===== config.mk =====
export PLATFORM = sky130hd
export DESIGN_NAME = tlbp_ctrl
export DESIGN_NICKNAME = d
export VERILOG_FILES = /design/src/hw/rtl/tlbp_pkg.sv /design/src/hw/rtl/tlbp_ctrl.sv
export SDC_FILE = /design/constraint.sdc
export NUM_CORES = 1
export LEC_CHECK = 0
export BUFFER_PORTS_ARGS = -buffer_cell sky130_fd_sc_hd__buf_2
export CAP_MARGIN = 0
export CORE_AREA = 2 2 39 41
export CTS_BUF_LIST = sky130_fd_sc_hd__clkbuf_4 sky130_fd_sc_hd__clkbuf_8 sky130_fd_sc_hd__clkbuf_16
export CTS_CLUSTER_DIAMETER = 200
export DETAILED_ROUTE_END_ITERATION = 10
export DIE_AREA = 0 0 41 43
export HOLD_SLACK_MARGIN = 0.12
export PLACE_DENSITY = 0.45
export SKIP_LAST_GASP = 1
export SLEW_MARGIN = 20
export SYNTH_ARGS = -nofsm -noshare
export SYNTH_HDL_FRONTEND = slang
export SYNTH_SLANG_ARGS = --single-unit

===== constraint.sdc =====
create_clock -name clk -period 1.7 [get_ports clk]
set_input_delay 0.34 -clock clk [delete_from_list [all_inputs] [get_ports clk]]
set_output_delay 0.34 -clock clk [all_outputs]
set_load 0.005 [all_outputs]

===== src/hw/rtl/tlbp_pkg.sv =====
package tlbp_pkg;

  localparam int EntryW   = 5;
  localparam int Entries  = 1 << EntryW;
  localparam int HistW    = 8;
  localparam int RowLen   = 1 << HistW;
  localparam int TagW     = 30;
  localparam int CtrW     = 2;
  localparam int LocalAw  = EntryW + HistW;
  localparam int CfgIdxW  = 3;
  localparam int CfgDataW = 5;

  localparam logic [CfgIdxW-1:0] REG_INDEX_BITS     = 3'd0;
  localparam logic [CfgIdxW-1:0] REG_HISTORY_LEN    = 3'd1;
  localparam logic [CfgIdxW-1:0] REG_TAG_LEN        = 3'd2;
  localparam logic [CfgIdxW-1:0] REG_INITIAL_CTR    = 3'd3;
  localparam logic [CfgIdxW-1:0] REG_SHARED_HISTORY = 3'd4;
  localparam logic [CfgIdxW-1:0] REG_SHARED_CTRS    = 3'd5;
  localparam logic [CfgIdxW-1:0] REG_SHARE_MODE     = 3'd6;

  localparam logic [1:0] SHARE_HIST = 2'd0;
  localparam logic [1:0] SHARE_LSB  = 2'd1;
  localparam logic [1:0] SHARE_MID  = 2'd2;

  localparam logic OP_PREDICT = 1'b0;
  localparam logic OP_UPDATE  = 1'b1;

  typedef struct packed {
    logic load_in;
    logic look;
    logic step;
    logic sweep;
    logic final_wr;
  } tlbp_cmd_t;

  typedef struct packed {
    logic need_alloc;
    logic sweep_last;
  } tlbp_status_t;

  function automatic logic [CtrW-1:0] ctr_step(input logic [CtrW-1:0] c, input logic tk);
    logic [CtrW-1:0] r;
    r = c;
    if (tk) begin
      if (c != 2'd3) r = c + 2'd1;
    end else begin
      if (c != 2'd0) r = c - 2'd1;
    end
    return r;
  endfunction

endpackage


===== src/hw/rtl/tlbp_ctrl.sv =====
module tlbp_ctrl (
  input  logic                  clk,
  input  logic                  rst,
  input  logic                  start,
  input  tlbp_pkg::tlbp_status_t status,
  output tlbp_pkg::tlbp_cmd_t    cmd,
  output logic                  busy,
  output logic                  done
);
  import tlbp_pkg::*;

  typedef enum logic [5:0] {
    S_IDLE  = 6'b000001,
    S_LOOK  = 6'b000010,
    S_STEP  = 6'b000100,
    S_ALLOC = 6'b001000,
    S_WRITE = 6'b010000,
    S_FIN   = 6'b100000
  } state_t;

  state_t state, state_next;

  always_comb begin
    state_next = state;
    case (state)
      S_IDLE:  if (start) state_next = S_LOOK;
      S_LOOK:  state_next = S_STEP;
      S_STEP:  state_next = status.need_alloc ? S_ALLOC : S_FIN;
      S_ALLOC: if (status.sweep_last) state_next = S_WRITE;
      S_WRITE: state_next = S_FIN;
      S_FIN:   state_next = S_IDLE;
      default: state_next = S_IDLE;
    endcase
  end

  always_ff @(posedge clk) begin
    if (rst) state <= S_IDLE;
    else state <= state_next;
  end

  assign busy = (state != S_IDLE);
  assign done = (state == S_FIN);

  always_comb begin
    cmd.load_in  = (state == S_IDLE) && start;
    cmd.look     = (state == S_LOOK);
    cmd.step     = (state == S_STEP);
    cmd.sweep    = (state == S_ALLOC);
    cmd.final_wr = (state == S_WRITE);
  end

  a_onehot: assert property (@(posedge clk) disable iff (rst) $onehot(state))
    else $error("state not one-hot");
  a_done_src: assert property (@(posedge clk) disable iff (rst)
    done |-> ($past(state) == S_STEP || $past(state) == S_WRITE))
    else $error("result beat without a finished item");
  a_accept_look: assert property (@(posedge clk) disable iff (rst)
    (start && !busy) |=> state == S_LOOK)
    else $error("accepted item did not start lookup");

endmodule


======== Yosys cells after proc, flatten, opt, wreduce, memory -nomap -nowiden ========
Index checks and enable logic that the tools add are counted.
storage, ports and cells
  bits in registers ....................... 6
  input bits .............................. 5
  output and inout bits ................... 7
  word-level logic and storage cells ...... 16
operators by class
  equal/unequal tests ..................... 9
  multiplexer cells ....................... 4
  reduce and logical (&&, ||, !) cells .... 2
operators with widths
  cell                                                    count
  case mux 6 bit (5 select lines)                         1
  2-to-1 mux 6 bit                                        3
  equality test 6 x 1 -> 1 bit (second input constant)    1
  equality test 6 x 2 -> 1 bit (second input constant)    1
  equality test 6 x 3 -> 1 bit (second input constant)    1
  equality test 6 x 4 -> 1 bit (second input constant)    1
  equality test 6 x 5 -> 1 bit (second input constant)    1
  equality test 6 bit (second input constant)             1
  inequality test 6 x 1 -> 1 bit (second input constant)  1
  inequality test 2 bit (second input constant)           2
  AND reduction 2 bit                                     1
  logical AND 1 bit                                       1

======== Logic depth before layout (Yosys ltp) ========
  depth after elaboration ................. 3
  depth in mapped cells ................... 3
  gate-level depth less buffers ........... 3

======== Worst setup path after synthesis ========
OpenSTA, ideal clock, no wires.
  kind .................................... register -> register
  start ................................... register state[4]
  end ..................................... register state[5]
  setup time .............................. 86 ps
  data arrival time ....................... 1453 ps
  data required time ...................... 1614 ps
  setup slack ............................. 161 ps
  stages on the path, launching flop included .. 4
  path buffers ............................ 0
  period minus slack after synthesis ...... 1539 ps
  cells stage by stage .................... dfxtp_1 or4_4 or4_1 a211oi_1
on the way
  cells in the longest elaborated chain, start to end .. 3
  elaborated cells on any way between the ends .. 9
  classes of those cells .................. 7 x eq/ne; 1 x mux; 1 x reduce/logical
ends and longest elaborated chain
  what                                                                                 RTL line         text
  from (decl)                                                                          tlbp_ctrl.sv:21  state_t state, state_next;
  from (signal assigned)                                                               tlbp_ctrl.sv:38  else state <= state_next;
  equality test 6 x 4 -> 1 bit / equality test 6 x 1 -> 1 bit (equally long branches)  tlbp_ctrl.sv:25  case (state)
  inequality test 2 bit (no line)                                                      n/a
  AND reduction 2 bit (no line)                                                        n/a
Parallel ways exist; a longest one is shown, timed or not.
A chain may end at the register's enable or synchronous reset.

==> results_dict.tcl <==
set metrics [dict create \
    outcome "finished, violations left" \
    violations "setup timing" \
    instances_no_fill 74 \
    synth.ff_latch_count 6 \
    grt-ovfl-total 0 \
    largest_register "state" \
    routed_wl_um 869 \
    core-area_mm2 0.00138 \
    synth_compound_area_frac 0.130 \
    cp.arrival_ns 1.47 \
    nets 65 \
    netlist.area_leader.share 0.366 \
    crit_chain "or4_4 -> nor3b_4 -> buf_2" \
    setup_viol 4 \
    ys_seq_area_frac 0.366 \
    synth.area.top_cells "dfxtp_1 (37%), or4_1 (6.9%), nor3_1 (6.1%)" \
    largest_reg_flops 6 \
    grt_max_degree 8 \
    vias 378 \
    clock-root-buffer "clkbuf_4" \
    synth.area.mux_share 0 \
    grt_pass1_vias 345 \
    fin_ws_ns -0.110 \
    yosysWarnings 0 \
    period_needed_ns 1.81 \
    synth_top_family_by_area "simple AND/OR/NAND/NOR gates" \
    start_util 0.237 \
    async_flop_share 0 \
    ir_drop_mv 0.251 \
    io_pins 12 \
    clk_path_buf_depth 2 \
    drt_iter0_markers 8 \
    clock_skew_ns 0.00322 \
    synth_common_cells "dfxtp_1 (6), inv_1 (5), nor3_1 (4)" \
    grt_pass1_wl_um 1430 \
    start_kind "flip-flop" \
    postSynthAreaPerCell_um2 8.41 \
    final_area_um2 509 \
    power_uw 369 \
    ys_types 23 \
    drtAntennaViolNets 0 \
    num_rows 14 \
    cellPowerDensity_mw_per_mm2 724 \
    synth_flop_cell "dfxtp_1" \
    cts.sinks 6 \
    leakagePower_uw 0.000216 \
    syn_area_um2 328 \
    rsz0062_at_grt "yes" \
    dp_slack_ns 0.0851 \
    switching_share 0.278 \
    antenna_found_initial 0 \
    clk_latency_ns 0.26 \
    h-tree-depth 1 \
    areaGrowthSynthToFinish_pct 55.3 \
    drive_gt1_frac 0.534 \
    fin_crit_sh 1.06 \
    hp-class "in -> reg" \
    finalHoldViolations 0 \
    p_int_uw 266 \
    clkPwrFrac 0.387 \
    first_pass_iters 4 \
    die_w_um 41 \
    slowest_delay_ns 0.57 \
    yosys.area_share.simple 0.420 \
    top_regs "state: 6 flops" \
    cts_buffers 3 \
    viasPerCell 5.11 \
    clk_pin_slew_ns 0.05 \
    crit_required_ns 1.36 \
    slew_headroom 0.785 \
    placed_area_um2 425 \
    num_antenna_cells 0 \
    cp_max_fo 4 \
    fmax_mhz 552 \
    synth_fa_ha_area_frac 0 \
    slew_violations 0 \
    power_frac_seq 0.415 \
    yosysMostFrequentCell "dfxtp_1" \
    syn_inst 39 \
    slowest_stage "or4_4" \
    synthXorXnorAreaFrac 0.0267 \
    fin_tns_setup_ns -0.272 \
    synth_edf_count 0 \
    p_comb_frac 0.198 \
    track_usage 0.128 \
    worstMarginPinSlew_ns 0.321 \
    die_height_um 43 \
    io_buffers 11 \
    rrSetupSlack_ns 0.08 \
    synth_top_area_cell "dfxtp_1" \
    end_kind "primary output" \
    die_area_mm2 0.00176 \
    dp.cells 69 \
    wl_per_cell_um 11.7 \
    p_sw_uw 102 \
    cap_violations 0 \
    hpwl_um 620 \
    drc 0 \
    cts_tree "yes" \
    syn_nets 44 \
    worstSetupPathType "reg -> out" \
    place_congestion 0.811 \
]
[cells in the final DEF, fill, tap and decap left out, types with 2 or more instances in the layout]
master	instances
or4_1	2
inv_1	5
buf_2	11
buf_4	5
nor3_1	2
nor3_2	2
nand2_1	2
or4_4	2
dfxtp_2	4
dfxtp_1	2
clkbuf_4	3
[power by group through the flow]
stage / sequential, uW / clock, uW / combinational (uW)
6_report: 153 / 143 / 72.9
3_3_place_gp: 155 / 0 / 58.6
2_1_floorplan: 155 / 0 / 35.4
3_5_place_dp: 155 / 0 / 57.9
4_1_cts: 152 / 143 / 68.5
5_1_grt: 153 / 160 / 79.5
[area by class of cell]
type,instances,area (um2)
multi-input combinational,28,230
sequential,6,125
clock buffer,3,22.5
timing repair buffer,16,92.6
tap,16,20.0
fill,148,875
inverter,5,18.8
[path summary, 6_finish.rpt]
kind                                               to  cells past startpoint                   from
worst max-delay path                           cmd[3]                      3  state[3]$_SDFFE_PP0P_
worst min-delay path            state[5]$_SDFFE_PP0P_                      2                    rst
worst max register to register  state[5]$_SDFFE_PP0P_                      3  state[3]$_SDFFE_PP0P_
worst min register to register  state[5]$_SDFFE_PP0P_                      1  state[5]$_SDFFE_PP0P_
[per-layer routing]
| metal | vias to the layer above | GRT usage | wire length (um) |
|---|---|---|---|
| li1 | 186 | - | - |
| met1 | 174 | 0.145 | 379 |
| met2 | 15 | 0.172 | 411 |
| met3 | 3 | 0.0366 | 49 |
| met4 | 0 | 0.133 | 29 |
| met5 | - | 0 | 0 |
[cells by family after synthesis]
family                 after synthesis
AND/OR/NAND/NOR                     21
AO/OA/AOI/OAI                        6
flip-flops                           6
buffers and inverters                5
XOR/XNOR                             1
[worst max-delay path, delay by kind of cell, from the launching register on]
| kind | cells | cell delay [ns] |
|---|---|---|
| DFF | 1 | 0.32 |
| and+or+nand+nor | 2 | 0.76 |
| buffers and inverters | 1 | 0.13 |
[what timing repair did]
item,CTS,global route
endpoints found under the setup margin,6,8
hold buffers,0,0
pin swaps,2,1
gates cloned,0,0
gates resized for setup,7,5
setup buffers,2,0
[per-stage QoR]
| stage | util | hold WS [ns] |
|---|---|---|
| after CTS | 0.351 | 0.286 |
| after global placement | 0.307 | 0.500 |
| after floorplan | - | 0.409 |
| final | 0.368 | 0.298 |
| after detailed placement | 0.307 | 0.497 |
| after global routing | 0.368 | 0.301 |
(Power assumes the default switching activity.)
